## config.mk

```make
export PLATFORM = sky130hd
export DESIGN_NAME = analog_stick_port_responder_flat
export DESIGN_NICKNAME = d
export VERILOG_FILES = /design/src/rtl/asp_pkg.sv /design/src/rtl/asp_if.sv /design/src/rtl/asp_report.sv /design/src/rtl/asp_seq.sv /design/src/rtl/analog_stick_port_responder.sv /design/src/flat_wrapper.sv
export SDC_FILE = /design/constraint.sdc
export NUM_CORES = 1
export LEC_CHECK = 0
export BUFFER_PORTS_ARGS = -buffer_cell sky130_fd_sc_hd__buf_2
export CAP_MARGIN = 20
export CORE_MARGIN = 4
export CORE_UTILIZATION = 50
export DETAILED_ROUTE_END_ITERATION = 8
export PLACE_DENSITY = 0.71
export REMOVE_ABC_BUFFERS = 1
export SYNTH_ARGS = -nofsm -noshare
export SYNTH_HDL_FRONTEND = slang
export SYNTH_SLANG_ARGS = --single-unit
```

## constraint.sdc

```tcl
create_clock -name clk_i -period 12.9 [get_ports clk_i]
set_input_delay 1.29 -clock clk_i [delete_from_list [all_inputs] [get_ports clk_i]]
set_output_delay 1.29 -clock clk_i [all_outputs]
set_load 0.01 [all_outputs]
```

## src/rtl/asp_pkg.sv

```systemverilog
package asp_pkg;

  // Report layout
  localparam int unsigned REPORT_BYTES = 6;
  localparam int unsigned HALVES       = 2 * REPORT_BYTES;
  localparam int unsigned HALF_W       = $clog2(HALVES);
  localparam int unsigned BYTE_SEL_W   = $clog2(REPORT_BYTES);

  // Timing
  localparam int unsigned PREWAIT_UNITS_DEF = 5;
  localparam int unsigned CNT_W             = 15;

  localparam logic [CNT_W-1:0] RST_PULSE_TIMEOUT = CNT_W'(150);
  localparam logic [CNT_W-1:0] RST_PULSE_MINIMUM = CNT_W'(10);

  // Pins while idle
  localparam logic [3:0] IDLE_NIBBLE = 4'hf;

  typedef enum logic {
    CFG_PULSE_TIMEOUT = 1'b0,
    CFG_PULSE_MINIMUM = 1'b1
  } cfg_idx_e;

  typedef enum logic [4:0] {
    ST_IDLE    = 5'b00001,
    ST_MEASURE = 5'b00010,
    ST_PREWAIT = 5'b00100,
    ST_SEND    = 5'b01000,
    ST_TAIL    = 5'b10000
  } seq_state_e;

  typedef struct packed {
    logic       action;
    logic       request_level;
    logic [15:0] buttons;
    logic [7:0] axis_zero;
    logic [7:0] axis_one;
    logic [7:0] axis_two;
    logic [7:0] axis_three;
  } in_item_t;

  typedef struct packed {
    logic [3:0] data_nibble;
    logic       phase_high;
    logic       ready_n;
    logic       busy_res;
    logic       suspended;
  } result_t;

  typedef struct packed {
    logic [CNT_W-1:0] pulse_timeout;
    logic [CNT_W-1:0] pulse_minimum;
  } cfg_t;

  typedef logic [REPORT_BYTES-1:0][7:0] report_t;

  // Buttons are active high on input, inverted on the wire.
  function automatic report_t pack_report(in_item_t it);
    logic [15:0] d;
    logic [7:0]  d0;
    logic [7:0]  d1;
    report_t     r;
    d    = ~it.buttons;
    d0   = d[15:8];
    d1   = d[7:0];
    r[0] = {d0[1:0] & d1[3:2], d1[7:4], d0[7:6]};
    r[1] = {it.axis_zero[7:4], it.axis_one[7:4]};
    r[2] = {it.axis_two[7:4], it.axis_three[7:4]};
    r[3] = {it.axis_zero[3:0], it.axis_one[3:0]};
    r[4] = {it.axis_two[3:0], it.axis_three[3:0]};
    r[5] = {d0[1:0], d1[3:2], 4'hf};
    return r;
  endfunction

endpackage

```

## src/rtl/asp_if.sv

```systemverilog
interface asp_cfg_if import asp_pkg::*; ();
  logic             valid;
  logic             ready;
  cfg_idx_e         index;
  logic [CNT_W-1:0] data;

  modport source (output valid, index, data, input ready);
  modport sink   (input valid, index, data, output ready);
endinterface

interface asp_in_if import asp_pkg::*; ();
  logic        valid;
  logic        ready;
  logic        action;
  logic        request_level;
  logic [15:0] buttons;
  logic [7:0]  axis_zero;
  logic [7:0]  axis_one;
  logic [7:0]  axis_two;
  logic [7:0]  axis_three;

  modport source (output valid, action, request_level, buttons, axis_zero, axis_one,
                  axis_two, axis_three, input ready);
  modport sink   (input valid, action, request_level, buttons, axis_zero, axis_one,
                  axis_two, axis_three, output ready);
endinterface

interface asp_out_if import asp_pkg::*; ();
  logic       valid;
  logic       ready;
  logic [3:0] data_nibble;
  logic       phase_high;
  logic       ready_n;
  logic       busy_res;
  logic       suspended;

  modport source (output valid, data_nibble, phase_high, ready_n, busy_res, suspended,
                  input ready);
  modport sink   (input valid, data_nibble, phase_high, ready_n, busy_res, suspended,
                  output ready);
endinterface

```

## src/rtl/asp_report.sv

```systemverilog
module asp_report import asp_pkg::*; (
  input  logic                  clk_i,
  input  logic                  rst_ni,
  input  logic                  load_i,
  input  in_item_t              item_i,
  input  logic [BYTE_SEL_W-1:0] rd_sel_i,
  output logic [7:0]            rd_byte_o
);

  report_t store_q;

  always_ff @(posedge clk_i or negedge rst_ni) begin
    if (!rst_ni) begin
      store_q <= '1;
    end else if (load_i) begin
      store_q <= pack_report(item_i);
    end
  end

  assign rd_byte_o = (rd_sel_i < BYTE_SEL_W'(REPORT_BYTES)) ? store_q[rd_sel_i] : 8'hff;

endmodule

```

## src/rtl/asp_seq.sv

```systemverilog
module asp_seq import asp_pkg::*; #(
  parameter int unsigned PREWAIT_UNITS = PREWAIT_UNITS_DEF
) (
  input  logic                  clk_i,
  input  logic                  rst_ni,
  input  logic                  step_i,
  input  in_item_t              item_i,
  input  cfg_t                  cfg_i,
  input  logic [7:0]            rd_byte_i,
  output logic [BYTE_SEL_W-1:0] rd_sel_o,
  output result_t               result_o
);

  // wide enough for unit * PREWAIT_UNITS and, when PREWAIT_UNITS is at least 1, for unit * 2
  localparam int unsigned WAIT_W = CNT_W + $clog2(PREWAIT_UNITS + 1);

  seq_state_e        state_q, state_d;
  logic [CNT_W-1:0]  cnt_q, cnt_d;
  logic [WAIT_W-1:0] wait_q, wait_d;
  logic [HALF_W-1:0] half_q, half_d;
  logic [3:0]        data_q, data_d;
  logic              phase_q, phase_d;
  logic              rdyn_q, rdyn_d;
  logic              susp_q, susp_d;

  logic              show_en;
  logic [HALF_W-1:0] show_half;
  logic [HALF_W-1:0] half_inc;
  logic [WAIT_W-1:0] wait_dec;
  logic [CNT_W-1:0]  cnt_min;
  logic [CNT_W-1:0]  cnt_clamp;
  logic [CNT_W-1:0]  cnt_inc;

  assign wait_dec  = (wait_q != '0) ? wait_q - WAIT_W'(1) : '0;
  assign cnt_min   = (cfg_i.pulse_minimum == '0) ? CNT_W'(1) : cfg_i.pulse_minimum;
  assign cnt_clamp = (cnt_q < cfg_i.pulse_minimum) ?
                     ((cfg_i.pulse_minimum == '0) ? CNT_W'(1) : cfg_i.pulse_minimum) :
                     ((cnt_q == '0) ? CNT_W'(1) : cnt_q);
  assign cnt_inc   = cnt_q + CNT_W'(1);
  assign half_inc  = half_q + HALF_W'(1);

  always_comb begin
    state_d   = state_q;
    cnt_d     = cnt_q;
    wait_d    = wait_q;
    half_d    = half_q;
    data_d    = data_q;
    phase_d   = phase_q;
    rdyn_d    = rdyn_q;
    susp_d    = susp_q;
    show_en   = 1'b0;
    show_half = '0;

    if (item_i.action) begin
      susp_d = 1'b0;
    end else begin
      case (state_q)
        ST_MEASURE: begin
          if (cnt_q >= cfg_i.pulse_timeout ||
              (!item_i.request_level && cnt_inc >= cfg_i.pulse_timeout)) begin
            // give up: minimum unit, no prewait, suspend
            cnt_d   = cnt_min;
            susp_d  = 1'b1;
            state_d = ST_SEND;
            half_d  = '0;
            show_en = 1'b1;
            wait_d  = WAIT_W'(cnt_min);
          end else if (item_i.request_level) begin
            cnt_d   = cnt_clamp;
            wait_d  = WAIT_W'(cnt_clamp) * WAIT_W'(PREWAIT_UNITS);
            state_d = ST_PREWAIT;
          end else begin
            cnt_d = cnt_inc;
          end
        end
        ST_PREWAIT: begin
          wait_d = wait_dec;
          if (wait_dec == '0) begin
            state_d = ST_SEND;
            half_d  = '0;
            show_en = 1'b1;
            wait_d  = WAIT_W'(cnt_q);
          end
        end
        ST_SEND: begin
          wait_d = wait_dec;
          if (wait_dec == '0) begin
            if (rdyn_q) begin
              rdyn_d = 1'b0;
              wait_d = WAIT_W'({cnt_q, 1'b0});
            end else begin
              rdyn_d = 1'b1;
              wait_d = WAIT_W'(cnt_q);
              if (half_inc < HALF_W'(HALVES)) begin
                half_d    = half_inc;
                show_en   = 1'b1;
                show_half = half_inc;
              end else begin
                half_d  = '0;
                state_d = ST_TAIL;
              end
            end
          end
        end
        ST_TAIL: begin
          wait_d = wait_dec;
          if (wait_dec == '0) begin
            data_d  = IDLE_NIBBLE;
            phase_d = 1'b0;
            rdyn_d  = 1'b1;
            state_d = ST_IDLE;
          end
        end
        default: begin
          state_d = ST_IDLE;
          if (!susp_q && !item_i.request_level) begin
            cnt_d   = '0;
            state_d = ST_MEASURE;
          end
        end
      endcase

      if (show_en) begin
        data_d  = show_half[0] ? rd_byte_i[3:0] : rd_byte_i[7:4];
        phase_d = show_half[0];
        rdyn_d  = 1'b1;
      end
    end
  end

  assign rd_sel_o = BYTE_SEL_W'(show_half >> 1);

  always_ff @(posedge clk_i or negedge rst_ni) begin
    if (!rst_ni) begin
      state_q <= ST_IDLE;
      cnt_q   <= '0;
      wait_q  <= '0;
      half_q  <= '0;
      data_q  <= IDLE_NIBBLE;
      phase_q <= 1'b0;
      rdyn_q  <= 1'b1;
      susp_q  <= 1'b0;
    end else if (step_i) begin
      state_q <= state_d;
      cnt_q   <= cnt_d;
      wait_q  <= wait_d;
      half_q  <= half_d;
      data_q  <= data_d;
      phase_q <= phase_d;
      rdyn_q  <= rdyn_d;
      susp_q  <= susp_d;
    end
  end

  // pins as they stand after this item
  assign result_o.data_nibble = data_d;
  assign result_o.phase_high  = phase_d;
  assign result_o.ready_n     = rdyn_d;
  assign result_o.busy_res    = (state_d != ST_IDLE);
  assign result_o.suspended   = susp_d;

endmodule

```

## src/rtl/analog_stick_port_responder.sv

```systemverilog
// Channel  Dir  Beat contents
// cfg_i    in   index (pulse_timeout / pulse_minimum), 15-bit data
// in_i     in   action, request_level, buttons, axis_zero..axis_three
// out_o    out  data_nibble, phase_high, ready_n, busy_res, suspended
//
// One beat in, one beat out. Two register stages: input register, then the
// result register; the sequencer state advances when an item moves between them.
// Throughput is one item per clock while out_o is not stalled. out_o.valid rises
// when an item moves from the input register into the result register.
// A stalled out_o holds the result register and backs up into the input register;
// in_i.ready drops only when both are full. cfg_i is always ready.
// Reset: report all ones, pins idle (0xf, phase 0, ready_n 1), timeout 150, minimum 10.
module analog_stick_port_responder import asp_pkg::*; #(
  parameter int unsigned PREWAIT_UNITS = PREWAIT_UNITS_DEF
) (
  input  logic     clk_i,
  input  logic     rst_ni,
  asp_cfg_if.sink  cfg_i,
  asp_in_if.sink   in_i,
  asp_out_if.source out_o
);

  // configuration registers
  cfg_t cfg_q;

  assign cfg_i.ready = 1'b1;

  always_ff @(posedge clk_i or negedge rst_ni) begin
    if (!rst_ni) begin
      cfg_q.pulse_timeout <= RST_PULSE_TIMEOUT;
      cfg_q.pulse_minimum <= RST_PULSE_MINIMUM;
    end else if (cfg_i.valid) begin
      case (cfg_i.index)
        CFG_PULSE_TIMEOUT: cfg_q.pulse_timeout <= cfg_i.data;
        CFG_PULSE_MINIMUM: cfg_q.pulse_minimum <= cfg_i.data;
        default: ;
      endcase
    end
  end

  // input register
  logic     in_valid_q;
  in_item_t in_q;
  in_item_t in_item;
  logic     out_free;
  logic     advance;

  // result register
  logic    out_valid_q;
  result_t out_q;
  result_t result;

  assign in_item.action        = in_i.action;
  assign in_item.request_level = in_i.request_level;
  assign in_item.buttons       = in_i.buttons;
  assign in_item.axis_zero     = in_i.axis_zero;
  assign in_item.axis_one      = in_i.axis_one;
  assign in_item.axis_two      = in_i.axis_two;
  assign in_item.axis_three    = in_i.axis_three;

  assign out_free   = !out_valid_q || out_o.ready;
  assign advance    = in_valid_q && out_free;
  assign in_i.ready = !in_valid_q || out_free;

  always_ff @(posedge clk_i or negedge rst_ni) begin
    if (!rst_ni) begin
      in_valid_q <= 1'b0;
    end else if (in_i.ready) begin
      in_valid_q <= in_i.valid;
    end
  end

  always_ff @(posedge clk_i) begin
    if (in_i.ready && in_i.valid) begin
      in_q <= in_item;
    end
  end

  // report store and sequencer
  logic [BYTE_SEL_W-1:0] rd_sel;
  logic [7:0]            rd_byte;

  asp_report u_report (
    .clk_i     (clk_i),
    .rst_ni    (rst_ni),
    .load_i    (advance && in_q.action),
    .item_i    (in_q),
    .rd_sel_i  (rd_sel),
    .rd_byte_o (rd_byte)
  );

  asp_seq #(
    .PREWAIT_UNITS (PREWAIT_UNITS)
  ) u_seq (
    .clk_i     (clk_i),
    .rst_ni    (rst_ni),
    .step_i    (advance),
    .item_i    (in_q),
    .cfg_i     (cfg_q),
    .rd_byte_i (rd_byte),
    .rd_sel_o  (rd_sel),
    .result_o  (result)
  );

  always_ff @(posedge clk_i or negedge rst_ni) begin
    if (!rst_ni) begin
      out_valid_q <= 1'b0;
    end else if (out_free) begin
      out_valid_q <= in_valid_q;
    end
  end

  always_ff @(posedge clk_i) begin
    if (advance) begin
      out_q <= result;
    end
  end

  assign out_o.valid       = out_valid_q;
  assign out_o.data_nibble = out_q.data_nibble;
  assign out_o.phase_high  = out_q.phase_high;
  assign out_o.ready_n     = out_q.ready_n;
  assign out_o.busy_res    = out_q.busy_res;
  assign out_o.suspended   = out_q.suspended;

`ifndef NO_ASSERTIONS
  // idle means the port pins are parked
  a_idle_pins: assert property (@(posedge clk_i) disable iff (!rst_ni)
    (out_valid_q && !out_q.busy_res) |->
      (out_q.data_nibble == IDLE_NIBBLE && !out_q.phase_high && out_q.ready_n))
    else $error("idle result with pins not parked");

  // a load clears suspend in its own result
  a_load_resume: assert property (@(posedge clk_i) disable iff (!rst_ni)
    (advance && in_q.action) |=> (out_valid_q && !out_q.suspended))
    else $error("load did not clear suspend");

  // a stalled input beat is never dropped
  a_in_hold: assert property (@(posedge clk_i) disable iff (!rst_ni)
    (in_valid_q && !out_free) |=> in_valid_q)
    else $error("input register lost a beat");
`endif

endmodule
```

## src/flat_wrapper.sv

```systemverilog
// flat-port wrapper written by rule: the top's interface ports become plain ports
module analog_stick_port_responder_flat import asp_pkg::*;
#(
  parameter int unsigned PREWAIT_UNITS = PREWAIT_UNITS_DEF
)
  (clk_i, rst_ni, cfg_i_valid, cfg_i_index, cfg_i_data, cfg_i_ready, in_i_valid, in_i_action, in_i_request_level, in_i_buttons, in_i_axis_zero, in_i_axis_one, in_i_axis_two, in_i_axis_three, in_i_ready, out_o_valid, out_o_data_nibble, out_o_phase_high, out_o_ready_n, out_o_busy_res, out_o_suspended, out_o_ready);
  asp_cfg_if cfg_i_i ();
  asp_in_if in_i_i ();
  asp_out_if out_o_i ();
  input  logic clk_i;
  input  logic rst_ni;
  input wire logic [$bits(cfg_i_i.valid)-1:0] cfg_i_valid;
  input wire logic [$bits(cfg_i_i.index)-1:0] cfg_i_index;
  input wire logic [$bits(cfg_i_i.data)-1:0] cfg_i_data;
  output wire logic [$bits(cfg_i_i.ready)-1:0] cfg_i_ready;
  input wire logic [$bits(in_i_i.valid)-1:0] in_i_valid;
  input wire logic [$bits(in_i_i.action)-1:0] in_i_action;
  input wire logic [$bits(in_i_i.request_level)-1:0] in_i_request_level;
  input wire logic [$bits(in_i_i.buttons)-1:0] in_i_buttons;
  input wire logic [$bits(in_i_i.axis_zero)-1:0] in_i_axis_zero;
  input wire logic [$bits(in_i_i.axis_one)-1:0] in_i_axis_one;
  input wire logic [$bits(in_i_i.axis_two)-1:0] in_i_axis_two;
  input wire logic [$bits(in_i_i.axis_three)-1:0] in_i_axis_three;
  output wire logic [$bits(in_i_i.ready)-1:0] in_i_ready;
  output wire logic [$bits(out_o_i.valid)-1:0] out_o_valid;
  output wire logic [$bits(out_o_i.data_nibble)-1:0] out_o_data_nibble;
  output wire logic [$bits(out_o_i.phase_high)-1:0] out_o_phase_high;
  output wire logic [$bits(out_o_i.ready_n)-1:0] out_o_ready_n;
  output wire logic [$bits(out_o_i.busy_res)-1:0] out_o_busy_res;
  output wire logic [$bits(out_o_i.suspended)-1:0] out_o_suspended;
  input wire logic [$bits(out_o_i.ready)-1:0] out_o_ready;
  assign cfg_i_i.valid = cfg_i_valid;
  assign cfg_i_i.index = cfg_i_index;
  assign cfg_i_i.data = cfg_i_data;
  assign cfg_i_ready = cfg_i_i.ready;
  assign in_i_i.valid = in_i_valid;
  assign in_i_i.action = in_i_action;
  assign in_i_i.request_level = in_i_request_level;
  assign in_i_i.buttons = in_i_buttons;
  assign in_i_i.axis_zero = in_i_axis_zero;
  assign in_i_i.axis_one = in_i_axis_one;
  assign in_i_i.axis_two = in_i_axis_two;
  assign in_i_i.axis_three = in_i_axis_three;
  assign in_i_ready = in_i_i.ready;
  assign out_o_valid = out_o_i.valid;
  assign out_o_data_nibble = out_o_i.data_nibble;
  assign out_o_phase_high = out_o_i.phase_high;
  assign out_o_ready_n = out_o_i.ready_n;
  assign out_o_busy_res = out_o_i.busy_res;
  assign out_o_suspended = out_o_i.suspended;
  assign out_o_i.ready = out_o_ready;
  analog_stick_port_responder #(.PREWAIT_UNITS(PREWAIT_UNITS)) u_core (.clk_i(clk_i), .rst_ni(rst_ni), .cfg_i(cfg_i_i), .in_i(in_i_i), .out_o(out_o_i));
endmodule
```

==> impl_metrics.tcl <==
set metrics [dict create \
    run_status "complete, no violations" \
    critPathCaptureType "flop" \
    cts.sinks 177 \
    clk_latency_ns 0.44 \
    cp_max_fo 16 \
    coreArea_um2 21800 \
    wl_per_cell_um 18.6 \
    ant_nets 0 \
    drt_pass1_iterations 6 \
    dp_hpwl_mm 19.4 \
    overflow 0 \
    path_clk_slew_ns 0.07 \
    cap_violations 0 \
    fin_skew_ns 0.0147 \
    rsz0062_at_grt "no" \
    timing.fmax_mhz 184 \
    ir_drop_mv 0.0934 \
    tns_ns 0 \
    drcViolationCount 0 \
    required_ns 13.20 \
    syn_area_um2 11100 \
    finalNonFillerCells 1448 \
    postCtsSetupRepairBufs 0 \
    start_util 0.508 \
    wl_mm 26.9 \
    grt_pass1_vias 8458 \
    yosysUniqueCellTypes 82 \
    utilization 0.561 \
    start_kind "flop" \
    slew_headroom 0.309 \
    gp_congestion 0.914 \
    synth-edff-count 52 \
    synth_ff_type "dfrtp_1" \
    finalCriticalPeriod_ns 5.43 \
    vias 8831 \
    dp_cells 1414 \
    fillers 1892 \
    slew_violations 0 \
    core.rowCount 54 \
    die_area_um2 24600 \
    hold_violations 0 \
    grt_usage 0.220 \
    async_reset_ff_frac 0.706 \
    syn2layout_area_growth_pct 10.5 \
    cts.htree.levels 4 \
    worst_slew_pin_slew_ns 1.03 \
    cts_root_buf "clkbuf_16" \
    clock_path_buffers 2 \
    io_buffers 74 \
    yosys_warnings 0 \
    antenna_cells 0 \
    synth_seq_area_share 0.429 \
    final_nets 1302 \
    power.density_nw_per_um2 208 \
    syn-instance-count 1109 \
    drive_gt1_frac 0.217 \
    grt_max_degree 65 \
    antenna_found_initial 0 \
    period_share 0.421 \
    num_io_pins 82 \
    vias_per_cell 6.10 \
    fin_hold_ws_ns 0.395 \
    die_height_um 157 \
    cts_resized 0 \
    grt_pass1_wl_mm 43.6 \
    final-setup-viol-count 0 \
    cts_made_buffers 17 \
    fp.dieW_um 157 \
    power.leakage_nw 5.12 \
    critPathArrivalTime_ns 5.73 \
    drtIter0Drc 731 \
    cts_tree "done" \
    synth_seq_cells 177 \
    critical_path_class "flop to flop" \
    min_path_type "flop to flop" \
    avgSynthCellArea_um2 10.0 \
    cts_hold_buffers 0 \
]
==> kinds of logic after synthesis <==
kind of cell             count (synthesis)  synth area share
AND/OR/NAND/NOR                        346             0.156
AO/OA/AOI/OAI                          295             0.184
flip-flops                             177             0.429
buffers and inverters                   98            0.0352
multiplexers                            88            0.0866
adder cells (fa/ha/maj)                 76            0.0864
XOR/XNOR                                28            0.0221
other                                    1          0.000338
==> metrics by stage <==
step | total power, mW | setup slack, ns | instance area, um^2
2_1_floorplan | 1.70 | 7.77 | 10900
3_3_place_gp | 1.97 | 7.69 | 11600
3_5_place_dp | 2.01 | 7.66 | 11600
4_1_cts | 2.53 | 7.59 | 12200
5_1_grt | 2.73 | 7.12 | 12300
6_report | 2.54 | 7.47 | 12300
==> metal layers <==
metal	track usage	part of all wire	up-vias
met5	0	0	-
met4	0.0562	0.015	0
met3	0.0355	0.057	31
met2	0.367	0.49	299
met1	0.302	0.44	4257
li1	-	-	4244
==> state kept, by name (all words and copies together), names as in the netlist <==
register                  count
u_core.u_seq.state_q          5
u_core.u_seq.data_q           4
u_core.out_o.valid            1
u_core.u_seq.susp_q           1
u_core.in_q                  44
u_core.u_seq.wait_q          18
u_core.u_seq.rdyn_q           1
u_core.out_o.suspended        1
u_core.u_seq.half_q           4
u_core.in_valid_q             1
u_core.u_report.store_q      44
u_core.out_o.data_nibble      4
u_core.u_seq.phase_q          1
u_core.out_o.ready_n          1
u_core.u_seq.cnt_q           15
u_core.out_o.busy_res         1
u_core.out_o.phase_high       1
u_core.cfg_q                 30
==> where the power goes <==
group          total (mW)  internal (mW)  leakage, nW  switching, mW
Sequential          0.894          0.726         1.95          0.168
Clock               0.520          0.262        0.288          0.258
Combinational        1.13          0.492         2.88          0.638
==> cell usage in the layout, fill, tap and decap left out, types with 27 or more instances in the layout <==
| master | n |
|---|---|
| a21oi_1 | 44 |
| ha_1 | 75 |
| buf_2 | 73 |
| mux2_2 | 63 |
| nor2_1 | 67 |
| o21ai_0 | 67 |
| dfrtp_1 | 69 |
| dfstp_2 | 56 |
| edfxtp_1 | 52 |
| nor3_1 | 27 |
| nand3_1 | 38 |
| nand2_1 | 103 |
| inv_1 | 42 |
==> area by class of cell <==
| class | instances | area, um^2 | share of cell area |
|---|---|---|---|
| Clock buffer | 18 | 429 | 0.0350 |
| Tap cell | 280 | 350 | 0.0286 |
| Clock inverter | 14 | 158 | 0.0129 |
| Timing Repair Buffer | 83 | 453 | 0.0370 |
| Sequential cell | 177 | 4760 | 0.389 |
| Multi-Input combinational cell | 834 | 5940 | 0.485 |
| Inverter | 42 | 158 | 0.0129 |
==> cells in the mapped netlist (16+ instances only) <==
library cell	count	share of area
edfxtp_1	52	0.14
dfstp_2	56	0.13
ha_1	75	0.085
dfrtp_1	69	0.16
nand2b_1	16	0.0090
mux2_2	63	0.064
a21oi_1	44	0.020
nand3_1	38	0.017
xnor2_1	22	0.017
inv_1	42	0.014
o21ai_0	67	0.030
clkbuf_1	45	0.015
nor2_1	67	0.023
mux2i_1	25	0.023
a211oi_1	16	0.011
nor3_1	27	0.012
nand2_1	104	0.035
==> critical path, cell delays in order, from the launching register on <==
cell and delay [ns]:
dfrtp_1 0.62, ha_1 0.33, a21o_1 0.18, a31oi_1 0.22, o2bb2ai_1 0.12, o31a_1 0.36, a31oi_1 0.24, buf_4 0.28
mux2_2 0.40, ha_1 0.31, ha_1 0.24, fa_1 0.43, a211oi_1 0.34, o21a_1 0.19, nor3_1 0.07, a41oi_1 0.30
a21oi_1 0.10, nor2_1 0.17, nor2b_1 0.08, o2111ai_1 0.22, o211ai_1 0.12
==> final timing paths <==
check                                      startpoint                    endpoint  slack [ns]  cells past startpoint
max in group asynchronous                      rst_ni            u_core.cfg_q[13]       10.60                      2
worst min register to register        u_core.in_q[38]  u_core.u_report.store_q[4]        0.39                      1
min in group asynchronous                      rst_ni     u_core.u_seq.wait_q[16]        0.95                      1
worst max register to register  u_core.u_seq.cnt_q[2]     u_core.u_seq.wait_q[17]        7.47                     20
worst max-delay path            u_core.u_seq.cnt_q[2]     u_core.u_seq.wait_q[17]        7.47                     20
worst min-delay path                  u_core.in_q[38]  u_core.u_report.store_q[4]        0.39                      1
Power figures use the tool's default switching activity.
